$ cat src/csvfs_pkg.sv
// ---------------------------------------------------------------------------
// csvfs_pkg
// Shared types and constants of the delimited-text field splitter.
// ---------------------------------------------------------------------------
package csvfs_pkg;

   localparam int CSR_ADDR_W = 2;
   localparam int CSR_DATA_W = 8;

   localparam logic [CSR_ADDR_W-1:0] CSR_SEPARATOR = 2'd0;
   localparam logic [CSR_ADDR_W-1:0] CSR_QUOTE     = 2'd1;
   localparam logic [CSR_ADDR_W-1:0] CSR_HEADER    = 2'd2;

   localparam logic [7:0] SEPARATOR_RST = 8'd44;
   localparam logic [7:0] QUOTE_RST     = 8'd34;
   localparam logic [7:0] HEADER_RST    = 8'd0;

   localparam logic [7:0] NEWLINE_BYTE = 8'd10;
   localparam logic [7:0] POS_SAT      = 8'hFF;
   localparam logic [7:0] COL_SAT      = 8'hFF;
   localparam logic [15:0] ROW_SAT     = 16'hFFFF;

   localparam logic [1:0] KIND_DATA = 2'd0;
   localparam logic [1:0] KIND_EOF  = 2'd1;
   localparam logic [1:0] KIND_EOR  = 2'd2;
   localparam logic [1:0] KIND_OVFL = 2'd3;

   localparam int RSP_TDATA_W = 40;
   localparam int RSP_TUSER_W = 2;

   typedef struct packed {
      logic [7:0] separator;
      logic [7:0] quote;
      logic [7:0] header_lines;
      logic       header_load;
   } cfg_type;

   typedef struct packed {
      logic [1:0]  kind;
      logic [7:0]  byte_value;
      logic [7:0]  column;
      logic [15:0] row;
      logic [7:0]  position;
   } result_type;

endpackage

$ cat src/csvfs_parse.sv
// ---------------------------------------------------------------------------
// csvfs_parse
// Input word register and parser state; decides the result for each byte.
// ---------------------------------------------------------------------------
module csvfs_parse #(
   parameter int MAX_FIELD_LEN = 256
) (
   input  logic                  clock,
   input  logic                  reset,
   input  logic                  req_tvalid,
   output logic                  req_tready,
   input  logic [7:0]            req_tdata,
   input  csvfs_pkg::cfg_type    cfg,
   input  logic                  out_free,
   output logic                  res_valid,
   output csvfs_pkg::result_type res
);
   import csvfs_pkg::*;

   localparam int FLEN_W = $clog2(MAX_FIELD_LEN + 1);
   localparam int WIDE_W = FLEN_W + 8;

   logic              in_valid_ff, in_valid_in;
   logic [7:0]        in_byte_ff;
   logic              adv;

   logic [7:0]        hdr_left_ff, hdr_left_in;
   logic              in_quote_ff, in_quote_in;
   logic [FLEN_W-1:0] flen_ff, flen_in;
   logic [7:0]        column_ff, column_in;
   logic [15:0]       row_ff, row_in;
   logic              halted_ff, halted_in;

   logic              emit;
   logic [1:0]        kind;
   logic [7:0]        bval;
   logic [WIDE_W-1:0] flen_wide;
   logic              is_nl;

   assign adv         = in_valid_ff && out_free;
   assign req_tready  = !in_valid_ff || adv;
   assign in_valid_in = (req_tvalid && req_tready) ? 1'b1 : (adv ? 1'b0 : in_valid_ff);

   assign is_nl     = (in_byte_ff == NEWLINE_BYTE);
   assign flen_wide = WIDE_W'(flen_ff);

   always_comb begin
      hdr_left_in = hdr_left_ff;
      in_quote_in = in_quote_ff;
      flen_in     = flen_ff;
      column_in   = column_ff;
      row_in      = row_ff;
      halted_in   = halted_ff;
      emit        = 1'b0;
      kind        = KIND_DATA;
      bval        = 8'd0;
      if (in_valid_ff && !halted_ff) begin
         if (hdr_left_ff != 8'd0) begin
            if (is_nl) begin
               hdr_left_in = hdr_left_ff - 8'd1;
            end
         end else if (in_byte_ff == cfg.quote) begin
            in_quote_in = !in_quote_ff;
         end else if (!in_quote_ff && is_nl) begin
            emit      = 1'b1;
            kind      = KIND_EOR;
            column_in = 8'd0;
            row_in    = (row_ff != ROW_SAT) ? row_ff + 16'd1 : row_ff;
            flen_in   = '0;
         end else if (!in_quote_ff && in_byte_ff == cfg.separator) begin
            emit      = 1'b1;
            kind      = KIND_EOF;
            column_in = (column_ff != COL_SAT) ? column_ff + 8'd1 : column_ff;
            flen_in   = '0;
         end else if (flen_ff == FLEN_W'(MAX_FIELD_LEN)) begin
            // overflow in or out of quotes: report once, then stop
            emit      = 1'b1;
            kind      = KIND_OVFL;
            halted_in = 1'b1;
         end else begin
            emit    = 1'b1;
            kind    = KIND_DATA;
            bval    = in_byte_ff;
            flen_in = flen_ff + FLEN_W'(1);
         end
      end
   end

   assign res_valid      = adv && emit;
   assign res.kind       = kind;
   assign res.byte_value = bval;
   assign res.column     = column_ff;
   assign res.row        = row_ff;
   assign res.position   = (flen_wide > WIDE_W'(POS_SAT)) ? POS_SAT : flen_wide[7:0];

   always_ff @(posedge clock) begin
      if (req_tvalid && req_tready) begin
         in_byte_ff <= req_tdata;
      end
   end

   always_ff @(posedge clock) begin
      if (reset) begin
         in_valid_ff <= 1'b0;
         hdr_left_ff <= HEADER_RST;
         in_quote_ff <= 1'b0;
         flen_ff     <= '0;
         column_ff   <= 8'd0;
         row_ff      <= 16'd0;
         halted_ff   <= 1'b0;
      end else begin
         in_valid_ff <= in_valid_in;
         if (cfg.header_load) begin
            hdr_left_ff <= cfg.header_lines;
         end else if (adv) begin
            hdr_left_ff <= hdr_left_in;
         end
         if (adv) begin
            in_quote_ff <= in_quote_in;
            flen_ff     <= flen_in;
            column_ff   <= column_in;
            row_ff      <= row_in;
            halted_ff   <= halted_in;
         end
      end
   end

   a_halt_sticks: assert property (@(posedge clock) disable iff (reset)
      halted_ff |=> halted_ff)
      else $error("halt flag cleared without reset");

   a_flen_bound: assert property (@(posedge clock) disable iff (reset)
      flen_ff <= FLEN_W'(MAX_FIELD_LEN))
      else $error("field length beyond limit");

   a_ovfl_halts: assert property (@(posedge clock) disable iff (reset)
      (res_valid && res.kind == KIND_OVFL) |=> halted_ff)
      else $error("overflow did not halt the parser");

   a_eor_clears: assert property (@(posedge clock) disable iff (reset)
      (res_valid && res.kind == KIND_EOR) |=> (column_ff == 8'd0 && flen_ff == '0))
      else $error("end of record left column or length set");

   a_quiet_halted: assert property (@(posedge clock) disable iff (reset)
      halted_ff |-> !res_valid)
      else $error("result after halt");

endmodule

$ cat src/csvfs_out.sv
// ---------------------------------------------------------------------------
// csvfs_out
// Result register; holds one word for the downstream side.
// ---------------------------------------------------------------------------
module csvfs_out (
   input  logic                                    clock,
   input  logic                                    reset,
   input  logic                                    res_valid,
   input  csvfs_pkg::result_type                   res,
   output logic                                    out_free,
   output logic                                    rsp_tvalid,
   input  logic                                    rsp_tready,
   output logic [csvfs_pkg::RSP_TDATA_W-1:0]       rsp_tdata,
   output logic [csvfs_pkg::RSP_TUSER_W-1:0]       rsp_tuser
);
   import csvfs_pkg::*;

   logic       valid_ff, valid_in;
   result_type data_ff;

   assign out_free = !valid_ff || rsp_tready;
   assign valid_in = res_valid ? 1'b1 : (rsp_tready ? 1'b0 : valid_ff);

   always_ff @(posedge clock) begin
      if (reset) begin
         valid_ff <= 1'b0;
      end else begin
         valid_ff <= valid_in;
      end
   end

   always_ff @(posedge clock) begin
      if (res_valid) begin
         data_ff <= res;
      end
   end

   assign rsp_tvalid = valid_ff;
   assign rsp_tdata  = {data_ff.position, data_ff.row, data_ff.column, data_ff.byte_value};
   assign rsp_tuser  = data_ff.kind;

endmodule

$ cat src/csv_field_splitter_top.sv
// ---------------------------------------------------------------------------
// csv_field_splitter_top
// Splits a delimited text stream into data bytes and field/record markers.
// ---------------------------------------------------------------------------
// Usage:
//   req_* takes one text byte per word. rsp_* gives at most one word per byte:
//   a data byte with its column, row and position, an end-of-field or
//   end-of-record marker, or a field overflow error. Header lines, quote
//   characters and bytes after an overflow give no word.
//   csr_* writes separator (index 0), quote (1) and header line count (2);
//   writing the count also reloads the header skip counter. Write only while
//   no byte is in flight.
//   The accepted byte passes the input register, then the result register,
//   before rsp_tvalid rises. One byte per cycle is sustained while rsp_tready
//   stays high; the parser state updates as each byte leaves the input register.
//   Reset (synchronous) restores the register defaults and clears all
//   counters and the halt flag. When rsp_tready is low the result word holds,
//   one more byte waits in the input register, then req_tready drops.
// ---------------------------------------------------------------------------
module csv_field_splitter_top #(
   parameter int MAX_FIELD_LEN = 256
) (
   input  logic                                  clock,
   input  logic                                  reset,
   input  logic                                  req_tvalid,
   output logic                                  req_tready,
   input  logic [7:0]                            req_tdata,   // [7:0] in_byte
   output logic                                  rsp_tvalid,
   input  logic                                  rsp_tready,
   // [7:0] byte_value, [15:8] column, [31:16] row, [39:32] position
   output logic [csvfs_pkg::RSP_TDATA_W-1:0]     rsp_tdata,
   output logic [csvfs_pkg::RSP_TUSER_W-1:0]     rsp_tuser,   // [1:0] kind
   input  logic                                  csr_we,
   input  logic [csvfs_pkg::CSR_ADDR_W-1:0]      csr_addr,
   input  logic [csvfs_pkg::CSR_DATA_W-1:0]      csr_wdata
);
   import csvfs_pkg::*;

   logic [7:0] separator_ff;
   logic [7:0] quote_ff;
   logic [7:0] header_ff;
   cfg_type    cfg;
   logic       out_free;
   logic       res_valid;
   result_type res;

   always_ff @(posedge clock) begin
      if (reset) begin
         separator_ff <= SEPARATOR_RST;
         quote_ff     <= QUOTE_RST;
         header_ff    <= HEADER_RST;
      end else if (csr_we) begin
         case (csr_addr)
            CSR_SEPARATOR: separator_ff <= csr_wdata;
            CSR_QUOTE:     quote_ff     <= csr_wdata;
            CSR_HEADER:    header_ff    <= csr_wdata;
            default: ;
         endcase
      end
   end

   assign cfg.separator    = separator_ff;
   assign cfg.quote        = quote_ff;
   assign cfg.header_lines = csr_wdata;
   assign cfg.header_load  = csr_we && (csr_addr == CSR_HEADER) && !reset;

   csvfs_parse #(
      .MAX_FIELD_LEN (MAX_FIELD_LEN)
   ) u_parse (
      .clock      (clock),
      .reset      (reset),
      .req_tvalid (req_tvalid),
      .req_tready (req_tready),
      .req_tdata  (req_tdata),
      .cfg        (cfg),
      .out_free   (out_free),
      .res_valid  (res_valid),
      .res        (res)
   );

   csvfs_out u_out (
      .clock      (clock),
      .reset      (reset),
      .res_valid  (res_valid),
      .res        (res),
      .out_free   (out_free),
      .rsp_tvalid (rsp_tvalid),
      .rsp_tready (rsp_tready),
      .rsp_tdata  (rsp_tdata),
      .rsp_tuser  (rsp_tuser)
   );

   // header count register follows every write to its index
   a_hdr_written: assert property (@(posedge clock) disable iff (reset)
      (csr_we && csr_addr == CSR_HEADER) |=> (header_ff == $past(csr_wdata)))
      else $error("header count write lost");

endmodule

$ cat config.mk
export PLATFORM = sky130hd
export DESIGN_NAME = csv_field_splitter_top
export DESIGN_NICKNAME = d
export VERILOG_FILES = /design/src/csvfs_pkg.sv /design/src/csvfs_parse.sv /design/src/csvfs_out.sv /design/src/csv_field_splitter_top.sv
export SDC_FILE = /design/constraint.sdc
export NUM_CORES = 1
export LEC_CHECK = 0
export ABC_AREA = 0
export BUFFER_PORTS_ARGS = -buffer_cell sky130_fd_sc_hd__buf_2
export CORE_MARGIN = 4
export CORE_UTILIZATION = 50
export CTS_CLUSTER_SIZE = 40
export DETAILED_ROUTE_END_ITERATION = 10
export PLACE_DENSITY = 0.73
export SLEW_MARGIN = 20
export SYNTH_ARGS = -nofsm -noshare
export SYNTH_HDL_FRONTEND = slang
export SYNTH_SLANG_ARGS = --single-unit
$ cat constraint.sdc
create_clock -name clock -period 3.3 [get_ports clock]
set_input_delay 0.33 -clock clock [delete_from_list [all_inputs] [get_ports clock]]
set_output_delay 0.33 -clock clock [all_outputs]
set_load 0.1 [all_outputs]
==> results.yml, run 1 <==
worst_setup_path:
  critPathMaxFanout: 10
  critPathBufInv: 0
  r2r_end: "u_parse.row_ff[8]"
  cpLargestDelayFamily: "simple AND/OR/NAND/NOR gates"
  crit_required_ns: 3.60
  cpPeakStageDelay_ns: 0.58
  r2r_setup_slack_ns: 0.61
  critPathKind: "reg2reg"
  start_kind: "flop"
  critical-path-slowest-cell: "or4_4"
  rr_startpoint: "u_parse.in_byte_ff[4]"
  r2r.worst_path.cells: 5
  worstPathCellList: "or4_4, or3_1, or3_4, or4_1, a21oi_1"
  end_kind: "flop"
  worstPathArrival_ns: 2.99
synth:
  yosysUniqueCellTypes: 51
  syn-num-nets: 508
  netlist_top_cells_count: "dfxtp_1 (61), edfxtp_1 (50), nor2_1 (46)"
  synthDominantCellAreaShare: 0.2999
  ys.warnings.count: 0
  yosys.area.top_type: "edfxtp_1"
  synthFlopType: "dfxtp_1"
  yosysMostFrequentCell: "dfxtp_1"
  yosysSeqAreaShare: 0.5437
  synth_area_leaders: "edfxtp_1 (30%), dfxtp_1 (24%), nor2_1 (3.4%), a21oi_1 (2.8%), nand4_1 (2.5%)"
  synth_area_um2: 5007
  syn_inst: 478
  synth_edf_count: 50
  synthArstFlopShare: 0
  avgSynthCellArea_um2: 10.48
  ys_ff_latch: 111
pwr:
  clockPowerShare: 0.277
  pwr-share-seq: 0.600
  peakVddDrop_uv: 423.0
  power_switching_mw: 0.6797
  p_sw_frac: 0.2716
  power_density_nw_per_um2: 442.7
  p_leak_nw: 2.066
  internal_power_mw: 1.823
  pwr-share-comb: 0.123
route:
  dr.pass1.iters: 5
  via_count: 3901
  dr.first_iter.drc_count: 187
  wl_per_cell_um: 15.46
  antenna_left: 0
  drc: 0
  routed_wl_um: 10540
  vias_per_cell: 5.720
final_layout:
  multi_input_area_um2: 2135
  nNetsFinal: 574
  drive_above_1_share: 0.1967
  final_core_utilization: 0.5782
  final_area_um2: 5652
  nFillCells: 891
  register_area_um2: 2723
  syn_to_final_growth_pct: 12.87
  antenna_cells: 0
die:
  fp-row-count: 36
  ios: 67
  core_um2: 9774
  start_util: 0.5123
  fp.dieW_um: 108.1
  die_area_um2: 11680
  die_h_um: 108.1
timing:
  worstMarginPinSlew_ns: 0.8764
  slew_viol_final: 0
  setup_ws_ns: 0.6084
  max_freq_ghz: 0.3715
  finalCritPeriodShare: 0.8156
  finalHoldViolCount: 0
  rsz0062_at_grt: "no"
  fin_skew_ns: 0.01128
  layout_min_cycle_time_ns: 2.692
  finalSetupViolCount: 0
  fin_setup_tns_ns: 0
  timing.slew.headroom: 0.4006
placed_design:
  place_area_um2: 5493
  io_buffers: 66
  hpwl_um: 7670
  gp_congestion: 0.9077
  post-place-ws_ns: 0.6484
status:
  outcome: "completed"
global_routing:
  grt_pass1_vias: 3745
  grt_use_total: 0.1919
  antenna_found_initial: 0
  grt_overflow: 0
  grt_max_degree: 40
  grt_pass1_wl_um: 17750
job:
  max_cap_violations: 0
cts:
  cts_setup_buffers: 0
  htree_levels: 3
  cts.path.max_buffers: 2
  cts_root_buf: "clkbuf_8"
  cts_tree: "yes"
  clock_latency_ns: 0.37
  cts.sink_count: 111
  cts_buffers: 9
  cts_hold_buf: 0
  post_cts_resized: 0
  clkSlewWorstSetupHoldPaths_ns: 0.09
worst_hold_path:
  hold_class: "in2reg"
  min_from: "req_tdata[0]"
  whs_endpoint: "u_parse.in_byte_ff[0]"
  holdPathStages: 1
worst max-delay path by stage:
| stage | start | endpoint | slack (ns) | cells after the start |
|---|---|---|---|---|
| finish | u_parse.in_byte_ff[4] | u_parse.row_ff[8] | 0.61 | 5 |
| global route | u_parse.hdr_left_ff[2] | u_parse.column_ff[7] | 0.47 | 5 |
| CTS | u_parse.in_byte_ff[4] | u_parse.row_ff[12] | 0.63 | 5 |
| detailed placement | u_parse.in_byte_ff[4] | u_parse.row_ff[8] | 0.65 | 5 |
| global placement | u_parse.in_byte_ff[4] | u_parse.row_ff[8] | 0.70 | 5 |
| floorplan | u_out.rsp_tvalid | u_parse.column_ff[0] | 0.65 | 7 |
kinds of logic (layout without fill, tap and decap cells):
family | count (synthesis) | count (layout) | synth area share
and+or+nand+nor | 193 | 193 | 0.2164
DFF | 111 | 111 | 0.5437
AOI/OAI and AO/OA | 92 | 92 | 0.1204
buffers and inverters | 37 | 108 | 0.03073
xor gates and xnor gates | 23 | 23 | 0.04023
muxes | 15 | 15 | 0.03098
adders and majority gates | 7 | 7 | 0.01749
routing by layer:
| metal | share of wire | global-route usage | vias to the layer above |
|---|---|---|---|
| li1 | - | - | 1928 |
| met1 | 0.43 | 0.2355 | 1820 |
| met2 | 0.49 | 0.3242 | 131 |
| met3 | 0.053 | 0.04119 | 22 |
| met4 | 0.029 | 0.08747 | 0 |
| met5 | 0 | 0 | - |
final cells by class:
class	instances	share of cell area
clock buffers	12	0.02391
clock inverters	4	0.004206
inverters	15	0.009962
multi-input cells	330	0.3777
flip-flops and latches	111	0.4817
well taps	133	0.02944
repair buffers	77	0.07306
flip-flops by register name, indices dropped and copies added, names as in the netlist:
register	flops
u_out.rsp_tuser	2
u_parse.halted_ff	1
u_out.rsp_tdata	40
u_parse.row_ff	16
u_parse.hdr_left_ff	8
u_parse.flen_ff	9
u_out.rsp_tvalid	1
u_parse.in_byte_ff	8
u_parse.in_valid_ff	1
u_parse.in_quote_ff	1
quote_ff	8
separator_ff	8
u_parse.column_ff	8
per-stage QoR:
| stage | total power, mW | instances | hold slack, ns |
|---|---|---|---|
| CTS | 2.532 | 682 | 0.1077 |
| finish | 2.502 | 682 | 0.1276 |
| floorplan | 1.760 | 478 | 0.4289 |
| global route | 2.619 | 682 | 0.1055 |
| global placement | 1.836 | 666 | 0.4549 |
| detailed placement | 1.842 | 666 | 0.4656 |
worst reg2reg max path, stage by stage, from the launching register on:
cell	delay, ns
edfxtp_1	0.47
or4_4	0.58
or3_1	0.51
or3_4	0.49
or4_1	0.42
a21oi_1	0.16
cells in the final DEF (no fill, tap or decap), types with 6 or more instances in the layout:
cell type  Yosys  final
a211oi_1       7      7
a21oi_1       28     28
and2_1         8      8
buf_2          0     66
buf_4          0     11
clkbuf_8       0      9
dfxtp_1       61     61
edfxtp_1      50     50
ha_1           7      7
inv_1         15     14
mux2i_1       11     11
nand2_1       17     17
nand2b_1       6      6
nand3_1       20     20
nand4_1       20     20
nor2_1        46     46
nor2b_1       12     12
nor3_1         8      8
nor4_1         6      6
o21ai_0       15     14
o31ai_1       15     15
or2_2          7      7
or4_1         16     16
xnor2_1       10     10
xor2_1        13     13
power groups by stage:
stage	Clock (mW)	Combinational (mW)	Sequential, mW
final	0.693	0.308	1.50
after global routing	0.781	0.331	1.51
after CTS	0.721	0.309	1.50
after detailed placement	0	0.308	1.53
after global placement	0	0.304	1.53
after floorplan	0	0.122	1.64
Note: power is estimated with default switching activity, not from simulation.
==> run 2: changes to the inputs <==
clock period = 2.4 ns   (was 3.3 ns; I/O delays follow)
==> run 2 against run 1 <==
  * The flow now finishes with violations (negative setup slack)
  * Wire length up 3.8%
  * Cell area grew 6.5%
  * Critical path depth unchanged
  * Global-route usage increased by 0.27 points
  * Critical path type unchanged
  * Largest power group unchanged
==> results.yml, run 2 (synthesized netlist as in run 1, its figures left out) <==
placed_design:
  io_buffers: 66
  gp_congestion: 0.8256
  hpwl_um: 8117
pwr:
  power_density_nw_per_um2: 614.6
  clockPowerShare: 0.314
  p_sw_frac: 0.2783
  pwr-share-comb: 0.129
  peakVddDrop_uv: 429.4
  power_switching_mw: 1.029
  pwr-share-seq: 0.557
  power_mw: 3.698
  internal_power_mw: 2.669
  p_leak_nw: 2.255
status:
  violations: "negative setup slack"
  outcome: "finished, violations left"
cts:
  cts_root_buf: "clkbuf_8"
  clock_latency_ns: 0.38
  cts.sink_count: 111
  cts_buffers: 9
  cts_tree: "yes"
  htree_levels: 3
  clkSlewWorstSetupHoldPaths_ns: 0.11
  cts.path.max_buffers: 2
  cts_hold_buf: 0
route:
  dr.first_iter.drc_count: 171
  antenna_left: 0
  dr.pass1.iters: 4
  drc: 0
  wl_per_cell_um: 15.39
  routed_wl_um: 10940
  via_count: 4005
  vias_per_cell: 5.633
global_routing:
  grt_max_degree: 38
  grt_pass1_vias: 3855
  grt_overflow: 0
  grt_pass1_wl_um: 17930
  grt_use_total: 0.1947
  antenna_found_initial: 0
final_layout:
  antenna_cells: 0
  drive_above_1_share: 0.2664
  final_common_cell: "buf_2"
  largest_register_ffs: 40
  nNetsFinal: 603
  syn_to_final_growth_pct: 20.16
  most-common-layout-cells: "buf_2 (66), dfxtp_1 (60), edfxtp_1 (50)"
  multi_input_area_um2: 2225
  register_area_um2: 2724
  nFillCells: 803
die:
  fp.dieW_um: 108.1
  fp-row-count: 36
  die_h_um: 108.1
  core_um2: 9774
  start_util: 0.5123
  ios: 67
  die_area_um2: 11680
timing:
  timing.slew.headroom: 0.5160
  fin_skew_ns: 0.01721
  worstMarginPinSlew_ns: 0.7211
  finalSetupViolCount: 4
  layout_min_cycle_time_ns: 2.447
  setup_ws_ns: -0.04730
  hold_slack_ns: 0.02257
  rsz0062_at_grt: "yes"
  slew_viol_final: 0
  max_freq_ghz: 0.4086
  finalHoldViolCount: 0
  finalCritPeriodShare: 1.020
worst_setup_path:
  critPathBufInv: 0
  critical-path-slowest-cell: "or4bb_4"
  cpLargestDelayFamily: "simple AND/OR/NAND/NOR gates"
  worstPathArrival_ns: 2.76
  crit_required_ns: 2.71
  crit_top_cell: "or3_4"
  start_kind: "flop"
  worstPathCellList: "or4bb_4, or3_4, or3_4, or4_4, a21oi_2"
  critPathKind: "reg2reg"
  end_kind: "flop"
  critPathMaxFanout: 8
  cpPeakStageDelay_ns: 0.57
job:
  max_cap_violations: 0
worst_hold_path:
  hold_class: "in2reg"
-- run 2: changes by cell type in the layout (fill, tap and decap cells not counted), sizes merged --
| cell | previous run | this run |
|---|---|---|
| buf | 77 | 106 |
| bufinv | 0 | 1 |
| clkbuf | 12 | 10 |
| clkinv | 4 | 0 |
| clkinvlp | 0 | 1 |
| inv | 15 | 19 |
-- run 2: worst register-to-register path: stages (launching register included) --
cell	delay, ns
edfxtp_1	0.42
or4bb_4	0.57
or3_4	0.40
or3_4	0.42
or4_4	0.43
a21oi_2	0.14
-- run 2: routing by layer --
layer / wire [um] / global-route usage / share of wire / vias to the layer above
met5: 0 / 0 / 0 / -
met4: 199 / 0.07755 / 0.018 / 0
met3: 559 / 0.04657 / 0.051 / 18
met2: 5622 / 0.3370 / 0.51 / 95
met1: 4560 / 0.2335 / 0.42 / 1910
li1: - / - / - / 1982
-- run 2: metrics by stage --
step                instance area, um2  setup slack, ns  cells  TNS (ns)    util
floorplan                         5012          -0.1403    478   -0.6032       -
global placement                  5724          0.05055    695         0  0.5856
detailed placement                5724         -0.05491    695   -0.1019  0.5856
CTS                               5949        -0.006506    711  -0.01596  0.6087
global route                      6017          -0.1036    711    -1.058  0.6156
finish                            6017         -0.04730    711   -0.1013  0.6156
-- run 2: path summary, 6_finish.rpt --
check / startpoint / to / slack [ns] / cells after the start
worst max register to register: u_parse.in_byte_ff[0] / u_parse.row_ff[8] / -0.05 / 5
worst min register to register: u_parse.row_ff[4] / u_out.rsp_tdata[20] / 0.50 / 0
worst min-delay path: req_tdata[7] / u_parse.in_byte_ff[7] / 0.02 / 1
worst max-delay path: u_parse.in_byte_ff[0] / u_parse.row_ff[8] / -0.05 / 5
-- run 2: power groups by stage --
stage	clock (mW)	sequential (mW)	combinational, mW
after floorplan	0	2.25	0.168
after global placement	0	2.10	0.457
after detailed placement	0	2.10	0.465
after CTS	1.18	2.06	0.469
after global routing	1.26	2.07	0.513
final	1.16	2.06	0.478
-- run 2: timing repair --
action / CTS / global route
buffers inserted: 0 / 0
hold endpoints to repair: 0 / 0
pin swaps: 2 / 1
setup endpoints to repair: 12 / 27
gates resized for setup: 5 / 13
-- run 2: cell type report --
class                      count  share of cell area
tap                          133             0.02766
sequential                   111              0.4527
clock buffer                  10             0.02121
inverter                      15            0.009357
multi-input combinational    330              0.3697
timing repair buffer         106              0.1069
clock inverter                 6             0.01248
==> run 3: changes to the inputs <==
CORE_UTILIZATION = 45   (was 50)
PLACE_DENSITY = 0.67   (was 0.73)
==> run 3 against run 2 <==
  * Total power decreased by 2.7%
  * Hold slack improved by 0.0045 ns
  * Cell area decreased by 0.60%
  * Clock skew decreased by 0.0023 ns
  * Largest cell class unchanged
  * Global-route usage decreased by 1.9 points
  * Largest power group unchanged
  * The flow still finishes with violations (negative setup slack)
  * Critical path type unchanged
  * First-iteration DRC count decreased by 5.3%
==> results.yml, run 3 (synthesized netlist as in run 1, its figures left out) <==
status:
  outcome: "finished, violations left"
  violations: "negative setup slack"
worst_setup_path:
  r2r_setup_slack_ns: -0.03
  critPathKind: "reg2reg"
  worstPathArrival_ns: 2.68
  r2r.worst_path.cells: 6
  end_kind: "flop"
  r2r_end: "u_parse.row_ff[14]"
  rr_startpoint: "u_parse.in_byte_ff[7]"
  crit_start: "u_parse.in_byte_ff[7]"
  critPathMaxFanout: 7
  crit_required_ns: 2.65
  start_kind: "flop"
pwr:
  p_leak_nw: 2.236
  clockPowerShare: 0.297
  peakVddDrop_uv: 319.0
  power_mw: 3.597
  p_sw_frac: 0.2882
  pwr-share-seq: 0.572
  pwr-share-comb: 0.131
  internal_power_mw: 2.561
  power_switching_mw: 1.037
  power_density_nw_per_um2: 601.5
route:
  wl_per_cell_um: 15.63
  antenna_left: 0
  drc: 0
  via_count: 4070
  vias_per_cell: 5.676
  routed_wl_um: 11210
  dr.pass1.iters: 5
  dr.first_iter.drc_count: 162
placed_design:
  io_buffers: 66
  gp_congestion: 0.8489
  hpwl_um: 8192
global_routing:
  grt_pass1_vias: 3780
  grt_max_degree: 37
  antenna_found_initial: 0
  grt_pass1_wl_um: 18260
  grt_overflow: 0
  grt_use_total: 0.1758
die:
  start_util: 0.4599
  fp-row-count: 38
  die_area_um2: 12880
  ios: 67
  die_h_um: 113.5
  core_um2: 10890
  fp.dieW_um: 113.5
cts:
  cts_tree: "yes"
  cts.path.max_buffers: 2
  cts.sink_count: 111
  cts_root_buf: "clkbuf_8"
  cts_hold_buf: 0
  htree_levels: 3
  cts_buffers: 9
  clkSlewWorstSetupHoldPaths_ns: 0.11
  clock_latency_ns: 0.38
job:
  max_cap_violations: 0
timing:
  fin_setup_tns_ns: -0.02545
  fin_skew_ns: 0.01491
  setup_ws_ns: -0.02545
  max_freq_ghz: 0.4123
  layout_min_cycle_time_ns: 2.425
  finalSetupViolCount: 1
  finalCritPeriodShare: 1.011
  worstMarginPinSlew_ns: 0.7260
  rsz0062_at_grt: "yes"
  hold_slack_ns: 0.02705
  slew_viol_final: 0
  timing.slew.headroom: 0.5128
  finalHoldViolCount: 0
final_layout:
  final_common_cell: "buf_2"
  nNetsFinal: 602
  largest_register_ffs: 40
  antenna_cells: 0
  most-common-layout-cells: "buf_2 (66), dfxtp_1 (60), edfxtp_1 (50)"
  drive_above_1_share: 0.2582
  syn_to_final_growth_pct: 19.44
worst_hold_path:
  hold_class: "in2reg"
  holdPathStages: 1
  min_from: "req_tdata[6]"
  whs_endpoint: "u_parse.in_byte_ff[6]"
## run 3: worst max-delay path, cell delays in order, from the launching register on
cell and delay [ns]:
edfxtp_1 0.40, or4_4 0.56, or3_4 0.39, or3_4 0.41, buf_4 0.16, o31ai_1 0.29
a21oi_2 0.08
## run 3: per-layer routing
layer / vias to the layer above / wire, um / global-route usage / part of all wire
li1: 1972 / - / - / -
met1: 1937 / 4920 / 0.2245 / 0.44
met2: 137 / 5289 / 0.2815 / 0.47
met3: 24 / 673 / 0.03873 / 0.060
met4: 0 / 324 / 0.08894 / 0.029
met5: - / 0 / 0 / 0
## run 3: cell type report
cell class	count	area (um2)
well taps	140	175.2
flip-flops and latches	111	2724
repair buffers	105	648.1
multi-input cells	330	2186
fillers	965	4907
inverters	15	56.30
clock inverters	7	67.56
clock buffers	9	123.9
## run 3: power by group through the flow
| stage | Combinational [mW] | Sequential, mW | Clock (mW) |
|---|---|---|---|
| after floorplan | 0.168 | 2.25 | 0 |
| after global placement | 0.456 | 2.10 | 0 |
| after detailed placement | 0.463 | 2.10 | 0 |
| after CTS | 0.466 | 2.06 | 1.10 |
| after global routing | 0.504 | 2.06 | 1.18 |
| final | 0.470 | 2.06 | 1.07 |
## run 3: metrics by stage
stage	worst slack, ns	cells	util	area [um2]
2_1_floorplan	-0.1403	478	-	5012
3_5_place_dp	-0.04692	699	0.5256	5723
4_1_cts	0.004241	715	0.5447	5931
5_1_grt	-0.1333	717	0.5493	5981
3_3_place_gp	0.02557	699	0.5256	5723
6_report	-0.02545	717	0.5493	5981
## run 3: worst max-delay path by stage
| stage | to | cells past startpoint |
|---|---|---|
| 2_1_floorplan | u_parse.row_ff[12] | 7 |
| 3_3_place_gp | u_parse.column_ff[5] | 6 |
| 3_5_place_dp | u_parse.row_ff[12] | 5 |
| 4_1_cts | u_parse.row_ff[14] | 5 |
| 5_1_grt | u_parse.row_ff[14] | 6 |
| 6_report | u_parse.row_ff[14] | 6 |
## run 3: what timing repair did
| item | in CTS | in global routing |
|---|---|---|
| pin swaps | 4 | 0 |
| gates cloned | 0 | 0 |
| endpoints found under the setup margin | 8 | 17 |
| buffers inserted | 0 | 2 |
| resized for setup | 4 | 7 |
